$ cat src/hw/rtl/moetg_ram.sv
// Generic simple dual-port RAM with one write port and a registered read port.
module moetg_ram #(
	parameter int WIDTH = 8,
	parameter int DEPTH = 16,
	localparam int AW = (DEPTH > 1) ? $clog2(DEPTH) : 1
) (
	input  logic             clk,
	input  logic             we,
	input  logic [AW-1:0]    waddr,
	input  logic [WIDTH-1:0] wdata,
	input  logic [AW-1:0]    raddr,
	output logic [WIDTH-1:0] rdata
);

	logic [WIDTH-1:0] mem [DEPTH];

	always_ff @(posedge clk) begin
		if (we) begin
			mem[waddr] <= wdata;
		end
		rdata <= mem[raddr];
	end

endmodule

$ cat config.mk
export PLATFORM = sky130hd
export DESIGN_NAME = moetg_ram
export DESIGN_NICKNAME = d
export VERILOG_FILES = /design/src/hw/rtl/moetg_ram.sv
export SDC_FILE = /design/constraint.sdc
export NUM_CORES = 1
export LEC_CHECK = 0
export ABC_AREA = 1
export BUFFER_PORTS_ARGS = -buffer_cell sky130_fd_sc_hd__buf_2
export CAP_MARGIN = 10
export CORE_UTILIZATION = 40
export DETAILED_ROUTE_END_ITERATION = 8
export GPL_ROUTABILITY_DRIVEN = 0
export MAX_ROUTING_LAYER = met4
export SYNTH_ARGS = -nofsm -noshare
export SYNTH_HDL_FRONTEND = slang
export SYNTH_SLANG_ARGS = --single-unit
$ cat constraint.sdc
create_clock -name clk -period 1.7 [get_ports clk]
set_clock_uncertainty 0.05 [all_clocks]
set_input_delay 0.085 -clock clk [delete_from_list [all_inputs] [get_ports clk]]
set_output_delay 0.085 -clock clk [all_outputs]
set_load 0.1 [all_outputs]
# Word level (Yosys, flattened, before mapping)
# Memories as Yosys holds them, arrays and structs flattened. A register that Yosys moved wholly into a read port is not among the register bits.
# Cells that the tools add are included.
totals:
  memories: 1
  elab_cells: 3
  inputBits: 18
  mem_bits_rw: 128
  output_inout_bits: 8
  register_bits: 0
classes:
  muxes: 2
mem_list:
  columns: ["memory", "words", "word_bits", "rd", "rd_ports_with_merged_regs", "wr", "line", "source"]
  rows:
  - ["mem", 16, 8, 1, 1, 1, "15", "logic [WIDTH-1:0] mem [DEPTH];"]
op_table:
  columns: ["operator", "n"]
  rows:
  - ["2-to-1 mux 1 bit", 2]

# Logic depth before layout (Yosys ltp)
# Gate-level depths: netlist of the first run.
logic_depth:
  depth_word: 2
  ltp_mapped: 8
  mapped_depth_nobuf: 7

# Least setup slack after synthesis of the first run
# OpenSTA, ideal clock, no wires.
synth_timing:
  path_type: "input to register"
  start: "input port waddr[2]"
  end: "memory mem[10][0], enable pin"
  cell_stages: 2
  setup_slack_ns: 0.614
  n_path_buf: 0
  setup_time_ns: 0.370
  required_ns: 1.280
  arrival_ns: 0.666
  cell_sequence: "nand3b_1 -> nor2_1"
synth_lines:
  columns: ["element", "line", "source"]
  rows:
  - ["from (decl)", "9", "input logic [AW-1:0] waddr,"]
  - ["to (decl)", "15", null]
# No word-level cell before the write port.

# Final worst setup path of the first run
layout_timing:
  start: "register rdata[1] (read register of mem)"
  end: "output port rdata[1]"
layout_lines:
  columns: ["element", "line", "source"]
  rows:
  - ["from (decl)", "12", "output logic [WIDTH-1:0] rdata"]
# No word-level cell between the ends.

==> results_dict.tcl, run 1 <==
set metrics [dict create \
    synthArstFlopShare_pct 0 \
    ys.flop_type "edfxtp_1" \
    drt_iter0_drc 357 \
    grt_use_total_pct 19.9 \
    synthAdderAreaFrac_pct 0 \
    fmax_ghz 0.712 \
    wl_mm 13.1 \
    critPathLaunchType "register" \
    setup_viol 0 \
    cts-root-buf "clkbuf_16" \
    finalHoldViolCount 0 \
    cts_buffers 17 \
    slowest_stage "buf_2" \
    ant_nets 0 \
    yosysTopAreaCell "edfxtp_1" \
    crit_path_max_incr_delay_ps 460 \
    fin_crit_ps 1410 \
    final.setup.tns_ps 0 \
    ff_latch_area_um2 4000 \
    synth_top_area_share_pct 66.7 \
    cp_top_family "buffers and inverters" \
    synthCells 551 \
    grt_setup_unrepaired "no" \
    fin_crit_sh_pct 82.7 \
    layout.nets 611 \
    start_util_pct 41.2 \
    post-place-ws_ps 283 \
    cts_buffer_depth 2 \
    cts.sinks 136 \
    die_area_um2 14900 \
    crit_required_ps 1560 \
    syn2layout_area_growth_pct 16.6 \
    synth-compound-area-share_pct 0 \
    ios 26 \
    drive_gt1_share_pct 12.1 \
    p_total_mw 7.88 \
    cp_max_fo 1 \
    ys_types 12 \
    wl_per_cell_um 16.7 \
    synth_most_common_cell "nand2_1" \
    arrival_ps 1270 \
    p_leak_nw 2.92 \
    coreArea_um2 14000 \
    syn_area_per_cell_um2 10.5 \
    crit_chain "buf_2" \
    slew_headroom_pct 58.2 \
    maxCapViolCount 0 \
    synth_edf_count 128 \
    routed_via_density 4.82 \
    seq_area_frac_synth_pct 69.4 \
    synth_area_um2 5770 \
    antenna_found_initial 0 \
    overflow 0 \
    first_global_vias 3679 \
    ys_ff_latch 136 \
    drc 0 \
    route.vias.total 3787 \
    worst_slack_ps 295 \
    cts_tree "yes" \
    synth-simple-area-share_pct 21.0 \
    status "finished clean" \
    synth_top_family_by_area "simple AND/OR/NAND/NOR gates" \
    place.detailed.hpwl_mm 7.97 \
    synth.net_count 569 \
    worst_pin_slew_ps 626 \
    netlist_top_cells_area "edfxtp_1 67%, nand2_1 11%, nand3_1 8.4%, inv_1 6.5%, dfxtp_1 2.8%" \
    dr.pass1.iters 5 \
    hold_buffers 1 \
    end_kind "output pin" \
    grt_pass1_wl_mm 20.5 \
    post-cts-setup-buffers 0 \
    multi_input_area_um2 1210 \
    path_clk_slew_ps 60 \
    insertion_delay_ps 410 \
    peakVddDrop_v 0.000827 \
    num_antenna_cells 0 \
    rows 43 \
    crit_buf_inv 1 \
    power_density_nw_per_um2 1170 \
    die_y_um 122 \
    fill_cells 1318 \
    htree_levels 4 \
    crit_type "reg2out" \
    numPortBuffers 25 \
    synthMuxAreaShare_pct 0 \
    die_w_um 122 \
    synth_xor_xnor_area_share_pct 0 \
    grt_max_degree 65 \
    cts.repair.resized 0 \
    hold_path.class "in2reg" \
    yosys_warnings 0 \
    synth_common_cells "173 x nand2_1, 128 x edfxtp_1, 100 x inv_1" \
    drv_slew 0 \
]
## state kept, by name, indices dropped and copies added, names as in the netlist
register and cells:
mem 128, rdata 8
## cells by family (layout without fill, tap and decap cells)
logic type / after synthesis / count (layout)
and+or+nand+nor: 289 / 289
buffers and inverters: 126 / 180
DFF: 136 / 136
## where the power goes
group          internal, mW  leakage, nW  total, mW  switching, mW
registers              3.75         1.22       3.78         0.0257
clock network          2.24        0.278       3.48           1.25
logic                 0.141         1.42      0.619          0.478
## worst paths after layout
path | cells after the start | startpoint | endpoint | slack (ps)
max | 1 | rdata[1] | rdata[1] | 290
max reg2reg | 6 | mem[9][5] | rdata[5] | 600
min | 1 | wdata[3] | mem[9][3] | 50
min reg2reg | 6 | mem[14][4] | rdata[4] | 610
## per-layer routing
| layer | track usage (%) | routed length, um | vias up |
|---|---|---|---|
| met2 | 30.2 | 6110 | 97 |
| met4 | 8.84 | 334 | 0 |
| met5 | - | 0 | - |
| met3 | 3.70 | 662 | 23 |
| li1 | - | - | 1853 |
| met1 | 26.0 | 6020 | 1814 |
## cell type report
cell class / count / share of cell area (%)
Tap cell: 180 / 3.35
Clock inverter: 2 / 0.521
Sequential cell: 136 / 59.6
Clock buffer: 29 / 7.89
Inverter: 102 / 5.70
Multi-Input combinational cell: 289 / 18.1
Timing Repair Buffer: 47 / 4.91
## per-stage QoR
step	area [um2]	utilization (%)	std cells	hold WS (ps)
floorplan	5770	-	551	134
detailed placement	6150	43.9	753	437
global placement	6150	43.9	753	411
finish	6720	48.1	785	49.9
global route	6720	48.1	785	53.9
CTS	6720	48.1	785	41.3
## placed cells by master (no fill, tap or decap)
cell,synthesis,final
clkbuf_16,0,17
dfxtp_1,8,8
inv_1,100,100
inv_2,2,2
clkinv_2,0,1
nand2_1,173,173
edfxtp_1,128,128
buf_12,0,3
buf_2,13,25
nor2_1,17,17
nand3b_1,2,2
nand3_1,97,97
clkbuf_8,0,6
dlygate4sd3_1,0,1
clkbuf_1,0,6
bufinv_16,0,1
buf_4,4,18
No activity file was read; power rests on OpenSTA's default activity.
==> run 2: changes to the inputs <==
--- a/config.mk
+++ b/config.mk
@@ -5,7 +5,7 @@
 export SDC_FILE = /design/constraint.sdc
 export NUM_CORES = 1
 export LEC_CHECK = 0
-export ABC_AREA = 1
+export ABC_AREA = 0
 export BUFFER_PORTS_ARGS = -buffer_cell sky130_fd_sc_hd__buf_2
 export CAP_MARGIN = 10
 export CORE_UTILIZATION = 40
==> constraint.sdc (replaced) <==
create_clock -name clk -period 1.24 [get_ports clk]
set_clock_uncertainty 0.05 [all_clocks]
set_input_delay 0.062 -clock clk [delete_from_list [all_inputs] [get_ports clk]]
set_output_delay 0.062 -clock clk [all_outputs]
set_load 0.1 [all_outputs]
==> results_dict.tcl, run 2 <==
set metrics [dict create \
    cp_max_fo 1 \
    placedCellCount 452 \
    power_density_nw_per_um2 1610 \
    post-cts-setup-buffers 0 \
    syn_area_per_cell_um2 22.5 \
    coreArea_um2 12600 \
    grt_setup_unrepaired "yes" \
    synth_top_area_share_pct 74.7 \
    ios 26 \
    place.detailed.hpwl_mm 6.50 \
    overflow 0 \
    synth_most_common_cell "edfxtp_1" \
    reg2reg_slack_ps -80 \
    arrival_ps 1550 \
    stdcell_count 492 \
    min_from "raddr[1]" \
    synthArstFlopShare_pct 0 \
    hold_path.class "in2reg" \
    seq_area_frac_synth_pct 77.8 \
    fill_cells 1023 \
    setup_viol 8 \
    cts_buffers 17 \
    end_kind "register" \
    final_cell_mix "128 x edfxtp_1, 36 x buf_4, 30 x mux4_2" \
    fmax_ghz 0.759 \
    critPathLaunchType "register" \
    slew_headroom_pct 34.8 \
    status "finished with violations" \
    antenna_found_initial 0 \
    dpl_cell_area_um2 5790 \
    synth_area_um2 5150 \
    routed_via_density 5.01 \
    post-place-ws_ps -304 \
    fin_util_pct 51.0 \
    crit_type "reg2reg" \
    dr.pass1.iters 6 \
    ys_types 19 \
    cts-root-buf "clkbuf_16" \
    die_y_um 115 \
    r2r_start "mem[3][3]" \
    fin_crit_ps 1320 \
    r2r_end "rdata[3]" \
    min_delay_path_depth 4 \
    p_leak_nw 2.16 \
    yosys_warnings 0 \
    grt_max_degree 17 \
    crit_required_ps 1470 \
    switching_share_pct 21.9 \
    rows 41 \
    ys.flop_type "edfxtp_1" \
    grt_pass1_wl_mm 15.2 \
    fin_crit_sh_pct 106 \
    htree_levels 4 \
    synth.net_count 247 \
    route.vias.total 2463 \
    pwr-share-clk_pct 42.0 \
    drive_gt1_share_pct 41.9 \
    peakVddDrop_v 0.00101 \
    hold_end "rdata[4]" \
    cts_tree "yes" \
    ys_ff_latch 136 \
    drc 2 \
    maxCapViolCount 0 \
    path_clk_slew_ps 60 \
    drv_slew 0 \
    numPortBuffers 25 \
    comb_power_share_pct 7.9 \
    yosysTopAreaCell "edfxtp_1" \
    worst_slack_ps -78.0 \
    ant_nets 0 \
    cts.sinks 136 \
    wl_per_cell_um 19.8 \
    drt_iter0_drc 231 \
    p_total_mw 10.3 \
    finalInstanceArea_um2 6410 \
    netlist_top_cells_area "edfxtp_1 75%, mux4_2 7.9%, mux4_1 7.1%, dfxtp_1 3.1%, a22oi_1 2.3%" \
    num_antenna_cells 0 \
    final_common_cell "edfxtp_1" \
    worstRegToRegCells 3 \
    seqPwrFrac_pct 50.0 \
    synth_edf_count 128 \
    synth_common_cells "128 x edfxtp_1, 18 x mux4_2, 16 x a22oi_1" \
    start_util_pct 41.0 \
    violations "DRC, setup timing" \
    die_area_um2 13300 \
    largest_reg_flops 128 \
    switching_power_mw 2.27 \
    insertion_delay_ps 410 \
    syn2layout_area_growth_pct 24.5 \
    wl_mm 9.74 \
    finalHoldViolCount 0 \
    cts_buffer_depth 2 \
    power.internal_mw 8.08 \
    worst_pin_slew_ps 974 \
    layout.nets 325 \
    first_global_vias 2601 \
    die_w_um 115 \
    synthCells 229 \
    top_register "mem" \
    grt_use_total_pct 17.3 \
    top_regs "mem x128, rdata x8" \
]
-- run 2: cell count changes after synthesis, moves of 4 or more --
cell | previous run | this run
a22oi_1 | 0 | 16
nand3_1 | 97 | 1
nand2_1 | 173 | 9
nor2_1 | 17 | 13
mux4_2 | 0 | 18
buf_2 | 13 | 3
nor3_1 | 0 | 4
inv_1 | 100 | 0
mux4_1 | 0 | 14
-- run 2: cell type report --
cell class | count | area [um2] | area share, %
clock buffers | 23 | 468 | 7.30
clock inverters | 9 | 51.3 | 0.800
multi-input cells | 83 | 1090 | 17.0
flip-flops and latches | 136 | 4000 | 62.5
well taps | 172 | 215 | 3.36
repair buffers | 69 | 583 | 9.10
-- run 2: repair_timing --
action                                  4_1_cts  5_1_grt
endpoints found under the hold margin       127        0
endpoints found under the setup margin       14        9
resized for setup                            24        4
hold buffers                                  8        0
pin swaps                                     7        4
-- run 2: cells by family after synthesis --
group | after synthesis | synth area share [%]
flip-flops | 136 | 77.8
AND/OR/NAND/NOR | 35 | 3.18
multiplexers | 32 | 15.0
AO/OA/AOI/OAI | 16 | 2.33
buffers and inverters | 10 | 1.68
-- run 2: metal layers --
metal / GRT usage (%) / wire length [um] / vias to the layer above
met4: 7.27 / 166 / 0
li1: - / - / 1116
met3: 4.08 / 380 / 13
met5: - / 0 / -
met1: 21.7 / 4390 / 1277
met2: 27.1 / 4800 / 57
-- run 2: worst max-delay path by stage --
stage                     cells past startpoint       end      start
after CTS                                     3  rdata[3]  mem[3][3]
after detailed placement                      5  rdata[1]   raddr[0]
final                                         3  rdata[3]  mem[3][3]
after floorplan                               5  rdata[1]   raddr[0]
after global placement                        5  rdata[1]   raddr[0]
after global routing                          3  rdata[3]  mem[6][3]
-- run 2: stage by stage --
step | TNS, ps | hold WS (ps)
detailed placement | -5540 | 412
global route | -736 | 131
floorplan | -33.6 | 111
global placement | -4420 | 395
CTS | -413 | 113
finish | -337 | 122
-- run 2: power by group through the flow --
stage	sequential, mW	clock (mW)	combinational, mW
after floorplan	5.48	0	0.269
after global placement	5.26	0	0.757
after detailed placement	5.27	0	0.767
after CTS	5.18	4.40	0.826
after global routing	5.18	4.60	0.874
final	5.18	4.35	0.821
-- run 2: critical path: stages (launching register included) --
cell	delay [ps]
edfxtp_1	370
mux4_2	490
a22oi_2	180
nand2_1	100
==> run 3: changes to the inputs <==
--- a/config.mk
+++ b/config.mk
@@ -11,7 +11,9 @@
 export CORE_UTILIZATION = 40
 export DETAILED_ROUTE_END_ITERATION = 8
 export GPL_ROUTABILITY_DRIVEN = 0
+export GPL_TIMING_DRIVEN = 0
 export MAX_ROUTING_LAYER = met4
+export SKIP_LAST_GASP = 1
 export SYNTH_ARGS = -nofsm -noshare
 export SYNTH_HDL_FRONTEND = slang
 export SYNTH_SLANG_ARGS = --single-unit
==> results_dict.tcl, run 3 (synthesized netlist as in run 2, its figures left out) <==
set metrics [dict create \
    crit_type "reg2reg" \
    stdcell_count 458 \
    ios 26 \
    path_clk_slew_ps 50 \
    cts_buffer_depth 2 \
    end_kind "register" \
    rows 41 \
    crit_required_ps 1470 \
    routed_via_density 5.22 \
    status "finished with violations" \
    wl_per_cell_um 21.5 \
    fmax_ghz 0.725 \
    placedCellCount 425 \
    grt_pass1_wl_mm 15.1 \
    peakVddDrop_v 0.000772 \
    htree_levels 4 \
    drv_slew 0 \
    die_y_um 115 \
    route.vias.total 2390 \
    coreArea_um2 12600 \
    arrival_ps 1610 \
    fin_util_pct 49.1 \
    first_global_vias 2486 \
    grt_max_degree 17 \
    overflow 0 \
    fin_crit_ps 1380 \
    drt_iter0_drc 193 \
    syn2layout_area_growth_pct 20.0 \
    maxCapViolCount 0 \
    insertion_delay_ps 400 \
    drive_gt1_share_pct 39.9 \
    largest_reg_flops 128 \
    cp_max_fo 1 \
    top_regs "mem x128, rdata x8" \
    finalHoldViolCount 0 \
    top_register "mem" \
    worst_pin_slew_ps 960 \
    num_antenna_cells 0 \
    post-cts-setup-buffers 0 \
    final_common_cell "edfxtp_1" \
    start_util_pct 41.0 \
    cts_tree "yes" \
    cts.sinks 136 \
    p_leak_nw 2.02 \
    grt_setup_unrepaired "yes" \
    wl_mm 9.84 \
    layout.nets 291 \
    dr.pass1.iters 6 \
    cts-root-buf "clkbuf_16" \
    whs_ps 20.4 \
    place.detailed.hpwl_mm 6.16 \
    power_density_nw_per_um2 1760 \
    slew_headroom_pct 35.8 \
    fin_crit_sh_pct 111 \
    drc 2 \
    final_cell_mix "128 x edfxtp_1, 28 x mux4_2, 19 x buf_2" \
    critPathLaunchType "register" \
    die_w_um 115 \
    ant_nets 0 \
    hold_path.class "in2reg" \
    numPortBuffers 24 \
    cts_buffers 17 \
    worst_slack_ps -139 \
    setup_viol 8 \
    die_area_um2 13300 \
    grt_use_total_pct 17.3 \
    antenna_found_initial 0 \
    violations "DRC, setup timing" \
]
-- run 3: layout make-up --
cell class,instances,area (um2)
multi-input combinational,83,1120
clock buffer,23,498
tap,172,215
fill,1012,6390
clock inverter,9,95.1
buffer,10,93.8
sequential,136,4000
timing repair buffer,25,150
-- run 3: what timing repair did --
| item | in CTS | in global routing |
|---|---|---|
| pin swaps | 13 | 0 |
| hold endpoints to repair | 16 | 0 |
| endpoints found under the setup margin | 24 | 16 |
| gates resized for setup | 27 | 5 |
| hold buffers | 1 | 0 |
-- run 3: worst paths after layout --
check	from	to	slack, ps	depth (start not counted)
worst max register to register	mem[15][0]	rdata[0]	-140	3
worst min-delay path	wdata[4]	mem[7][4]	20	1
worst min register to register	mem[11][3]	rdata[3]	630	3
worst max-delay path	mem[15][0]	rdata[0]	-140	3
-- run 3: per-stage QoR --
step                      setup slack, ps  area, um2  total power [mW]  TNS [ps]
after global routing                 -144       6170              11.1      -912
after CTS                            -140       6160              10.9      -679
after detailed placement             -518       5520              5.99    -38660
after floorplan                     -8.47       5190              5.75     -33.6
final                                -139       6170              10.9      -605
after global placement               -517       5520              5.97    -38660
-- run 3: metal layers --
layer,wire [um],vias to the layer above,global-route usage (%)
li1,-,1049,-
met5,0,-,-
met2,4830,62,25.5
met4,203,0,8.48
met1,4510,1266,23.5
met3,293,13,2.88
-- run 3: power by group --
part | switching [mW] | leakage (nW) | internal, mW
Clock | 1.71 | 0.302 | 3.20
Sequential | 0.0262 | 1.22 | 5.14
Combinational | 0.532 | 0.499 | 0.245
Total | 2.27 | 2.02 | 8.59
-- run 3: critical path, cell delays in order, from the launching register on --
cell and delay (ps):
edfxtp_1 360, mux4_2 530, a22oi_2 220, nand2_1 100
